<file path="config.mk">
export PLATFORM = sky130hd
export DESIGN_NAME = pbfb_ctrl
export DESIGN_NICKNAME = d
export VERILOG_FILES = /design/src/rtl/pbfb_pkg.sv /design/src/rtl/pbfb_ctrl.sv
export SDC_FILE = /design/constraint.sdc
export NUM_CORES = 1
export LEC_CHECK = 0
export BUFFER_PORTS_ARGS = -buffer_cell sky130_fd_sc_hd__buf_2
export CORE_ASPECT_RATIO = 0.8
export CORE_MARGIN = 5
export CORE_UTILIZATION = 30
export CTS_CLUSTER_DIAMETER = 120
export CTS_CLUSTER_SIZE = 24
export DETAILED_ROUTE_END_ITERATION = 8
export PLACE_DENSITY = 0.45
export SKIP_CTS_REPAIR_TIMING = 1
export SYNTH_ARGS = -nofsm -noshare
export SYNTH_HDL_FRONTEND = slang
export SYNTH_SLANG_ARGS = --single-unit
</file>
<file path="constraint.sdc">
create_clock -name clk -period 4.8 [get_ports clk]
set_input_delay 0.96 -clock clk [delete_from_list [all_inputs] [get_ports clk]]
set_output_delay 0.96 -clock clk [all_outputs]
set_load 0.03 [all_outputs]
</file>
<file path="src/rtl/pbfb_pkg.sv">
`default_nettype none
package pbfb_pkg;

	localparam int BYTE_BITS = 8;
	localparam logic [7:0] BYTE_ONES = 8'd255;

	localparam logic [3:0] CMD_PAGE_USED       = 4'd0;
	localparam logic [3:0] CMD_PAGE_FREE       = 4'd1;
	localparam logic [3:0] CMD_SET_BLOCK       = 4'd2;
	localparam logic [3:0] CMD_CLR_BLOCK       = 4'd3;
	localparam logic [3:0] CMD_OR_MASK         = 4'd4;
	localparam logic [3:0] CMD_CLR_MASK        = 4'd5;
	localparam logic [3:0] CMD_PAGE_QUERY      = 4'd6;
	localparam logic [3:0] CMD_BLOCK_QUERY     = 4'd7;
	localparam logic [3:0] CMD_PAGE_FREE_BYTES = 4'd8;
	localparam logic [3:0] CMD_TOTAL_FREE      = 4'd9;

	localparam logic [1:0] CFG_TRACKED_PAGES = 2'd0;
	localparam logic [1:0] CFG_FILE_PAGES    = 2'd1;
	localparam logic [1:0] CFG_BLOCK_BYTES   = 2'd2;

	localparam logic [15:0] BLOCK_BYTES_RESET = 16'd512;

	// free count pipeline: read, byte count, zero count, product
	localparam logic [1:0] DRAIN_LAST = 2'd3;

	typedef struct packed {
		logic clr_wr;
		logic rd_en;
		logic rd_walk;
		logic rmw;
		logic load;
		logic sum_clr;
		logic out_load;
	} pbfb_cmd_t;

	typedef struct packed {
		logic total;
		logic single;
	} pbfb_stat_t;

	function automatic logic [3:0] popcount8(input logic [7:0] b);
		logic [3:0] n;
		n = '0;
		for (int i = 0; i < BYTE_BITS; i++) begin
			n = n + {3'b0, b[i]};
		end
		return n;
	endfunction

endpackage
`default_nettype wire

</file>
<file path="src/rtl/pbfb_ctrl.sv">
`default_nettype none
module pbfb_ctrl #(
	parameter int ENTRIES = 1024,
	localparam int CNT_W = $clog2(ENTRIES + 1),
	localparam int AW = (ENTRIES > 1) ? $clog2(ENTRIES) : 1
) (
	input  wire                      clk,
	input  wire                      arst_n,
	input  wire                      in_valid,
	output logic                     in_ready,
	input  wire                      out_ready,
	output logic                     out_valid,
	input  wire pbfb_pkg::pbfb_stat_t stat,
	input  wire [CNT_W-1:0]          lim,
	output pbfb_pkg::pbfb_cmd_t      cmd,
	output logic [AW-1:0]            walk_addr
);

	localparam logic [2:0] S_CLR   = 3'd0;
	localparam logic [2:0] S_IDLE  = 3'd1;
	localparam logic [2:0] S_DEC   = 3'd2;
	localparam logic [2:0] S_SUM   = 3'd3;
	localparam logic [2:0] S_DRAIN = 3'd4;
	localparam logic [2:0] S_FIN   = 3'd5;

	logic [2:0]       state_q, state_d;
	logic [CNT_W-1:0] cnt_q, cnt_d;
	logic [1:0]       drain_q, drain_d;
	logic             out_valid_q;

	always_comb begin
		cmd = '0;
		state_d = state_q;
		cnt_d = cnt_q;
		drain_d = drain_q;
		unique case (state_q)
			S_CLR: begin
				cmd.clr_wr = 1'b1;
				if (cnt_q == CNT_W'(ENTRIES - 1)) begin
					state_d = S_IDLE;
					cnt_d = '0;
				end else begin
					cnt_d = cnt_q + 1'b1;
				end
			end
			S_IDLE: begin
				if (in_valid) begin
					cmd.load = 1'b1;
					cmd.sum_clr = 1'b1;
					state_d = S_DEC;
				end
			end
			S_DEC: begin
				cnt_d = '0;
				drain_d = '0;
				if (stat.total) begin
					state_d = S_SUM;
				end else begin
					cmd.rd_en = stat.single;
					state_d = S_DRAIN;
				end
			end
			S_SUM: begin
				cmd.rd_walk = 1'b1;
				cmd.rd_en = (cnt_q < lim);
				cnt_d = cnt_q + 1'b1;
				if (({1'b0, cnt_q} + 1'b1) >= {1'b0, lim}) begin
					state_d = S_DRAIN;
				end
			end
			S_DRAIN: begin
				cmd.rmw = (drain_q == 2'd0) && stat.single;
				drain_d = drain_q + 1'b1;
				if (drain_q == pbfb_pkg::DRAIN_LAST) begin
					state_d = S_FIN;
				end
			end
			S_FIN: begin
				if (!out_valid_q || out_ready) begin
					cmd.out_load = 1'b1;
					state_d = S_IDLE;
				end
			end
			default: begin
				state_d = S_IDLE;
			end
		endcase
	end

	always_ff @(posedge clk or negedge arst_n) begin
		if (!arst_n) begin
			state_q <= S_CLR;
			cnt_q <= '0;
			drain_q <= '0;
			out_valid_q <= 1'b0;
		end else begin
			state_q <= state_d;
			cnt_q <= cnt_d;
			drain_q <= drain_d;
			if (cmd.out_load) begin
				out_valid_q <= 1'b1;
			end else if (out_ready) begin
				out_valid_q <= 1'b0;
			end
		end
	end

	assign in_ready = (state_q == S_IDLE);
	assign out_valid = out_valid_q;
	assign walk_addr = cnt_q[AW-1:0];

	a_no_rd_during_clear: assert property (@(posedge clk) disable iff (!arst_n)
		!(cmd.clr_wr && (cmd.rd_en || cmd.rmw)))
		else $error("memory access during clearing pass");

	a_accept_to_decode: assert property (@(posedge clk) disable iff (!arst_n)
		(in_valid && in_ready) |=> (state_q == S_DEC))
		else $error("accepted item not decoded");

	a_load_slot_free: assert property (@(posedge clk) disable iff (!arst_n)
		cmd.out_load |-> (!out_valid_q || out_ready))
		else $error("result overwrites pending item");

	a_walk_bound: assert property (@(posedge clk) disable iff (!arst_n)
		(cmd.rd_en && cmd.rd_walk) |-> (cnt_q < lim))
		else $error("walk beyond limit");

endmodule
`default_nettype wire

</file>
* After elaboration in Yosys (flattened, before gate mapping)
Cells that the tools add are included.
** Storage, ports and cells
- Flip-flop bits (word level) :: 17
- Input bits :: 17
- Output and inout port bits :: 19
- Logic and storage cells :: 51
** Operators by class
- Add/sub/neg operators :: 3
- Order comparisons :: 2
- Eq/ne operators :: 12
- Muxes and demuxes :: 21
- Reductions and logical operators :: 9
** Operators by type and width (count)
- $pmux W11 S3 :: 1
- $mux W3 :: 6
- $pmux W3 S6 :: 1
- $add A11 B1 Y12 const B :: 1
- $ge A12 B11 Y1 :: 1
- $add A11 B1 Y11 const B :: 1
- $eq A11 B10 Y1 const B :: 1
- $lt A11 B11 Y1 :: 1
- $mux W11 :: 1
- $ne A2 B2 Y1 const B :: 5
- $mux W1 :: 8
- $eq A3 B2 Y1 const B :: 2
- $eq A3 B3 Y1 const B :: 2
- $reduce_and A5 Y1 :: 1
- $mux W2 :: 2
- $pmux W2 S2 :: 1
- $reduce_bool A2 Y1 :: 2
- $eq A3 B1 Y1 const B :: 1
- $logic_not A3 Y1 :: 1
- $reduce_bool A3 Y1 :: 1
- $add A2 B1 Y2 const B :: 1
- $eq A2 B2 Y1 const B :: 1
- $logic_not A2 Y1 :: 1
- $pmux W1 S2 :: 1
- other kinds (3) :: 3

* Logic depth before layout (Yosys ltp)
Gate-level depths: netlist (run 1).
- Depth after elaboration :: 5
- Mapped depth :: 11

* Worst setup path before layout (run 1)
Ideal clock, no wire load.
- Kind :: in2out
- Start point :: in lim[6]
- End point :: out cmd[5] (netlist bit)
- Data arrival time :: 2487 ps
- Setup slack :: 1353 ps
- Cell stages on the path :: 7
- Path buffers :: 0
- Cell sequence :: inv_1 -> ha_1 -> a21o_1 -> a21o_1 -> a21oi_1 -> nand2_1 -> o21ai_0
** RTL lines
- start: declaration :: line pbfb_ctrl.sv:14 : input wire [CNT_W-1:0] lim,
- end: declaration :: line pbfb_ctrl.sv:15 : output pbfb_pkg::pbfb_cmd_t cmd,

==> run metrics, run 1 <==
TritonRoute pass-1 iters=5; Net Switching=0.446 mW; Total Power=0.876 mW; Hold Path End=out_valid; fin crit period=3340 ps; grt ovf=0; HP Start=out_valid; Logic pwr share=0.579; Port Buf Inserts=35; top cell type's share of synthesized area=0.247; FMAX=300 MHz; vias in the first global route=between 1000 and 1500; DRT Wirelength=~4.1 mm; fin. max-slew vios=0; Max Fanout on Critical Path=2; switching portion of total power=0.510; # rows=24; DP HPWL=3.25 mm; Pleak=1.06 nW; Die H=77.8 um; die width=94.8 um; critical path data required time=3840 ps; design area=roughly 0.0019 mm^2; Slew HR=0.623; vias per cell=4.60; setup TNS=0 ps; fraction of layout cells with a size suffix above 1=0.226; dpl ws=1450 ps; Worst Setup End Kind=output pin; Post-layout nets=264; total I/O pin count=36; drt first-iter violations=40; CTS Buffer Depth=2; final hold viol count=0; # DRC=0; synth cell count leaders=25 x ha_1, 22 x inv_1, 17 x dfrtp_1, 12 x buf_4, 12 x o21ai_0; Final ANT Viol Nets=0; Clock Latency Late Sink=around 250 ps; worst-path cell with the longest stage delay=ha_1; Initial Util=0.312; CP Data Arrival Time=~2400 ps; most frequent cell after synthesis=ha_1; wire per inst=13.6 um; Worst setup SP type=input port; RSZ-0062 raised after global routing=false; P_int=0.429 mW; Most used DFF post-synth=dfrtp_1; Final GP Congestion=0.736; CTS root buf=clkbuf_8; CTS clk-pin slew, worst paths=60 ps; warning count from the yosys run=0; Clk network pwr share=0.124; antenna cells=0; status=completed; Slew @ Worst Pin=565 ps; fillers=625; Vias=between 1000 and 1500; DP Area=0.00189 mm^2; R2R Setup Slk=2040 ps; synth top area cells=dfrtp_1 25%, ha_1 18%, buf_4 5.2%; clk_skew=roughly 3.7 ps; FFs w/ async S/R, synth=1.00; pwr dens=about 450 mW/mm^2; crit path buf inv count=3; synthesis-to-layout area growth=12.2%; initial antenna violation count=0; Hold Path Depth=2; Syn Nets=240; max_cap viols=0; Final Setup Violations=0; core area=0.00553 mm^2; distinct cell type count after synthesis=50; CTS Sinks=17; Mean Syn Cell Area=just under 9 um^2; RR Startpoint=cnt_q[2]; sequential power share=0.297; Total GRT Usage=0.115; max incr delay on CP=270 ps; pin count of the biggest net entering global routing=20; post-synth top area cell=dfrtp_1; Cell Chain, Critical Path=buf_2, inv_1, ha_1, nor2b_1, o21a_1, o21ai_0, a21oi_1, o21ai_0, buf_2; Crit Path Class=in -> out; CP delay by family, top=compound AO/OA/AOI/OAI gates; CTS tree=done; Worst VDD drop=0.157 mV; Seq/Total Area, Yosys=0.247; Post-synth EDFFs=0; worst reg2reg endpoint=state_q[2]; worst setup margin=roughly 1500 ps; Mapped Cells=198; Tcrit/Tclk final=0.695; H-tree levels=1; Post-Syn Area=about 0.0017 mm^2; global-route wire length before repair=between 6 and 7 mm; die area=around 0.0074 mm^2; worst r2r path cells=10; Num CTS Buffers=3; worst hold path type=reg -> reg; #FFs+latches synth=17
[power groups by stage]
stage	Sequential [mW]	Clock [mW]	Combinational, mW
after CTS	0.261	0.112	0.514
after detailed placement	0.264	0	0.508
final	0.260	0.109	0.507
after global routing	0.269	0.119	0.569
after floorplan	0.223	0	0.436
after global placement	0.264	0	0.516
[cells in the final DEF (no fill, tap or decap), types with 5 or more instances in the layout]
| cell type | n |
|---|---|
| ha_1 | 25 |
| o21ai_1 | 6 |
| dfrtp_1 | 17 |
| xnor2_1 | 5 |
| o21ai_0 | 12 |
| a21oi_1 | 11 |
| inv_1 | 22 |
| buf_2 | 35 |
| nand2_1 | 11 |
| xor2_1 | 5 |
| nor2_1 | 9 |
| a22o_1 | 7 |
[sequential cells by signal, summed over array words and instances (netlist names)]
signal	cells
state_q	3
drain_q	2
cnt_q	11
out_valid	1
[cells by family (layout without fill, tap and decap cells)]
logic type                 after synthesis  in the layout  share of synthesized area
adders and majority gates               25             25                      0.181
xor gates and xnor gates                10             10                     0.0508
and+or+nand+nor                         52             52                      0.182
buffers and inverters                   38             61                      0.110
DFF                                     17             17                      0.247
AOI/OAI and AO/OA                       56             56                      0.229
[area by class of cell]
class / count / area (um^2) / share of cell area
sequential: 17 / 425 / 0.220
timing repair buffer: 35 / 175 / 0.0905
multi-input combinational: 143 / 1110 / 0.573
tap: 78 / 97.6 / 0.0504
clock buffer: 4 / 45.0 / 0.0233
inverter: 22 / 82.6 / 0.0427
[worst reg2reg max path, stage by stage, from the launching register on]
cell and delay (ps):
dfrtp_1 540, nand3_2 170, nor3_2 350, and3_1 270
xnor2_1 130, ha_1 270, a21o_1 160, a211o_1 280
a31oi_1 130, o21ai_1 140, a21bo_1 200
[per-stage QoR]
step           hold slack [ps]  instances  utilization
6_report                   571        299        0.350
5_1_grt                    644        299        0.350
4_1_cts                    578        299        0.350
3_5_place_dp               570        295        0.342
3_3_place_gp               569        295        0.342
2_1_floorplan              524        198            -
[how the worst max path moves through the flow]
| stage | startpoint | endpoint | slack [ps] | depth (start not counted) |
|---|---|---|---|---|
| 2_1_floorplan | lim[6] | cmd[5] | 1350 | 7 |
| 3_3_place_gp | lim[1] | cmd[5] | 1450 | 9 |
| 3_5_place_dp | lim[1] | cmd[5] | 1450 | 9 |
| 4_1_cts | lim[1] | cmd[5] | 1440 | 9 |
| 5_1_grt | lim[1] | cmd[5] | 1310 | 9 |
| 6_report | lim[1] | cmd[5] | 1460 | 9 |
[layer usage]
layer | vias up | global-route usage | wire (um)
met5 | - | 0 | 0
met4 | 0 | 0.0173 | 19
met3 | 2 | 0.0300 | 209
met2 | 25 | 0.161 | 1640
met1 | 608 | 0.178 | 2190
li1 | 739 | - | -
No activity file was read; power rests on OpenSTA's default activity.
==> run 2, diff against run 1 <==
--- a/config.mk
+++ b/config.mk
@@ -5,6 +5,7 @@
 export SDC_FILE = /design/constraint.sdc
 export NUM_CORES = 1
 export LEC_CHECK = 0
+export ABC_AREA = 1
 export BUFFER_PORTS_ARGS = -buffer_cell sky130_fd_sc_hd__buf_2
 export CORE_ASPECT_RATIO = 0.8
 export CORE_MARGIN = 5
@@ -12,7 +13,7 @@
 export CTS_CLUSTER_DIAMETER = 120
 export CTS_CLUSTER_SIZE = 24
 export DETAILED_ROUTE_END_ITERATION = 8
-export PLACE_DENSITY = 0.45
+export PLACE_DENSITY = 0.47
 export SKIP_CTS_REPAIR_TIMING = 1
 export SYNTH_ARGS = -nofsm -noshare
 export SYNTH_HDL_FRONTEND = slang
==> constraint.sdc (replaced) <==
create_clock -name clk -period 3 [get_ports clk]
set_input_delay 0.6 -clock clk [delete_from_list [all_inputs] [get_ports clk]]
set_output_delay 0.6 -clock clk [all_outputs]
set_load 0.03 [all_outputs]
==> run 2 against run 1 <==
Effect of this change:
- final area grew 0.90%
- die area down 0.25%
- area after synthesis shrank 0.29%
- core utilization grew 0.51 points
- wire length is 5.2% lower
- count of clock-buffer cells in the layout down 1
- setup slack got worse by 880 ps
- clock power rose by 65%
- global-route usage decreased by 0.28 points
- largest cell class unchanged
- highest routed layer unchanged
==> run metrics, run 2 <==
status=completed; Crit Path Class=reg -> out; fin crit period=2420 ps; commonest non-fill, non-tap cell in the layout=nand2_1; TritonRoute pass-1 iters=4 (-1); Non-Filler Instances=347 (+16%); Clock Latency Late Sink=260 ps (about the same); most frequent cells in the layout=55 x nand2_1, 47 x inv_1, 35 x buf_2; final hold viol count=0 (unchanged); global-route wire length before repair=6.47 mm (-4.7%); # DRC=0 (unchanged); CTS tree=done; Seq/Total Area, Yosys=0.247 (+0.000717); Worst VDD drop=0.376 mV (+140%); synthesis-to-layout area growth=13.5%; warning count from the yosys run=0 (unchanged); synth top area cells=dfrtp_1 25%, ha_1 18%, nand2_1 12%; pwr dens=717 mW/mm^2 (+59%); CTS Buffer Depth=2 (unchanged); # rows=24 (unchanged); H-tree levels=1 (unchanged); CTS Sinks=17 (unchanged); synth cell count leaders=55 x nand2_1, 47 x inv_1, 29 x nor2_1, 25 x ha_1, 17 x dfrtp_1; Post-synth EDFFs=0 (unchanged); biggest regs=cnt_q x11, state_q x3, drain_q x2; Syn Nets=284 (+18%); die area=0.00736 mm^2 (-0.25%); Final GP Congestion=0.805 (+9.5%); number of flip-flops under the largest register name=11 (unchanged); Post-layout nets=312 (+18%); max_cap viols=0 (unchanged); total I/O pin count=36 (unchanged); R2R Setup Slk=680 ps (-1360 ps); drt first-iter violations=28 (-30%); #FFs+latches synth=17 (unchanged); FMAX=slightly above 400 MHz; Initial Util=0.313 (+0.000796); Mean Syn Cell Area=7.11 um^2 (-18%); RSZ-0062 raised after global routing=false; Tcrit/Tclk final=0.805; Slew HR=0.695 (+0.0718); distinct cell type count after synthesis=28 (-44%); Pleak=1.17 nW (+9.9%); Vias=1451 (+5.6%); Worst Setup End Kind=output pin; DP HPWL=3.20 mm (-1.5%); vias in the first global route=1351 (+0.82%); Final ANT Viol Nets=0 (unchanged); fraction of layout cells with a size suffix above 1=0.201 (-0.0255); Die H=77.7 um (-0.12%); clk_skew=2.05 ps (-1.60 ps); Most used DFF post-synth=dfrtp_1; vias per cell=4.18 (-9.0%); Port Buf Inserts=35 (unchanged); post-synth top area cell=dfrtp_1; CTS clk-pin slew, worst paths=70 ps (about the same); wire per inst=11.1 um (-18%); Final Setup Violations=0 (unchanged); antenna cells=0 (unchanged); FFs w/ async S/R, synth=1.00 (unchanged); hold slack=258 ps (-314 ps); grt ovf=0 (unchanged); Total Power=1.40 mW (+60%); CP Data Arrival Time=1820 ps (-560 ps); DRT Wirelength=3.85 mm (-5.2%); critical path data required time=2400 ps (-1440 ps); Total GRT Usage=0.112 (-0.00284); CTS root buf=clkbuf_8; Max Fanout on Critical Path=8 (+6); Worst setup SP type=flip-flop; die width=94.7 um (-0.13%); Mapped Cells=242 (+22%); fin. max-slew vios=0 (unchanged); pin count of the biggest net entering global routing=18 (-10%); top cell type's share of synthesized area=0.247 (+0.000717); Biggest register=cnt_q; initial antenna violation count=0 (unchanged); Slew @ Worst Pin=456 ps (-109 ps); Num CTS Buffers=3 (unchanged); Post-Syn Area=0.00172 mm^2 (-0.29%); worst hold path type=in -> async; most frequent cell after synthesis=nand2_1; setup TNS=0 ps (unchanged); Placed Instances=343 (+16%); core area=0.00550 mm^2 (-0.54%)
## run 2: cell count changes after synthesis, sizes merged, moves of 3 or more
cell | previous run | this run
buf | 14 | 11
nor3 | 6 | 3
a22o | 7 | 1
a21oi | 12 | 6
and3 | 5 | 0
nor2 | 10 | 34
inv | 22 | 48
nor2b | 3 | 0
nand2 | 11 | 58
xnor2 | 5 | 0
nand3 | 3 | 8
## run 2: path summary, 6_finish.rpt
kind | from | end | cells past startpoint
worst max-delay path | cnt_q[8] | cmd[5] | 7
worst min-delay path | arst_n | state_q[1] | 1
worst max register to register | cnt_q[0] | state_q[2] | 14
worst min register to register | drain_q[0] | drain_q[0] | 3
max in group asynchronous | arst_n | state_q[2] | 1
min in group clk | drain_q[0] | drain_q[0] | 3
## run 2: final cells by class
class,count,area (um^2)
multi-input combinational,165,1030
tap,78,97.6
clock inverter,1,5.00
inverter,48,180
fill,602,3540
sequential,17,425
timing repair buffer,35,175
clock buffer,3,41.3
## run 2: per-stage QoR
step	area, um^2	worst slack, ps	util
after floorplan	1720	447	-
after global placement	1910	632	0.347
after detailed placement	1910	619	0.347
after CTS	1950	574	0.355
after global routing	1950	432	0.355
final	1950	584	0.355
## run 2: cells by family (layout without fill, tap and decap cells)
family	after synthesis	in the layout	share of synthesized area
fa+ha+maj	25	25	0.182
buf+inv	60	87	0.155
xor+xnor	4	4	0.0204
flops	17	17	0.247
simple gates	107	107	0.283
compound gates	29	29	0.113
## run 2: report_power, final
group	internal [mW]	total, mW	leakage (nW)	switching, mW
Combinational	0.271	0.841	0.915	0.570
Clock	0.0925	0.180	0.0255	0.0873
Sequential	0.296	0.380	0.227	0.0838
## run 2: critical path, stage by stage (launching register included)
cell	delay (ps)
dfrtp_1	520
ha_1	300
a21oi_1	140
nor2_1	50
a211oi_1	160
nand4_1	110
nand2_1	70
buf_2	190
## run 2: per-layer routing
metal,vias to the layer above,share of wire,track usage
met4,0,0.019,0.0389
met3,7,0.043,0.0280
met5,-,0,0
met1,621,0.55,0.163
met2,25,0.39,0.160
li1,798,-,-
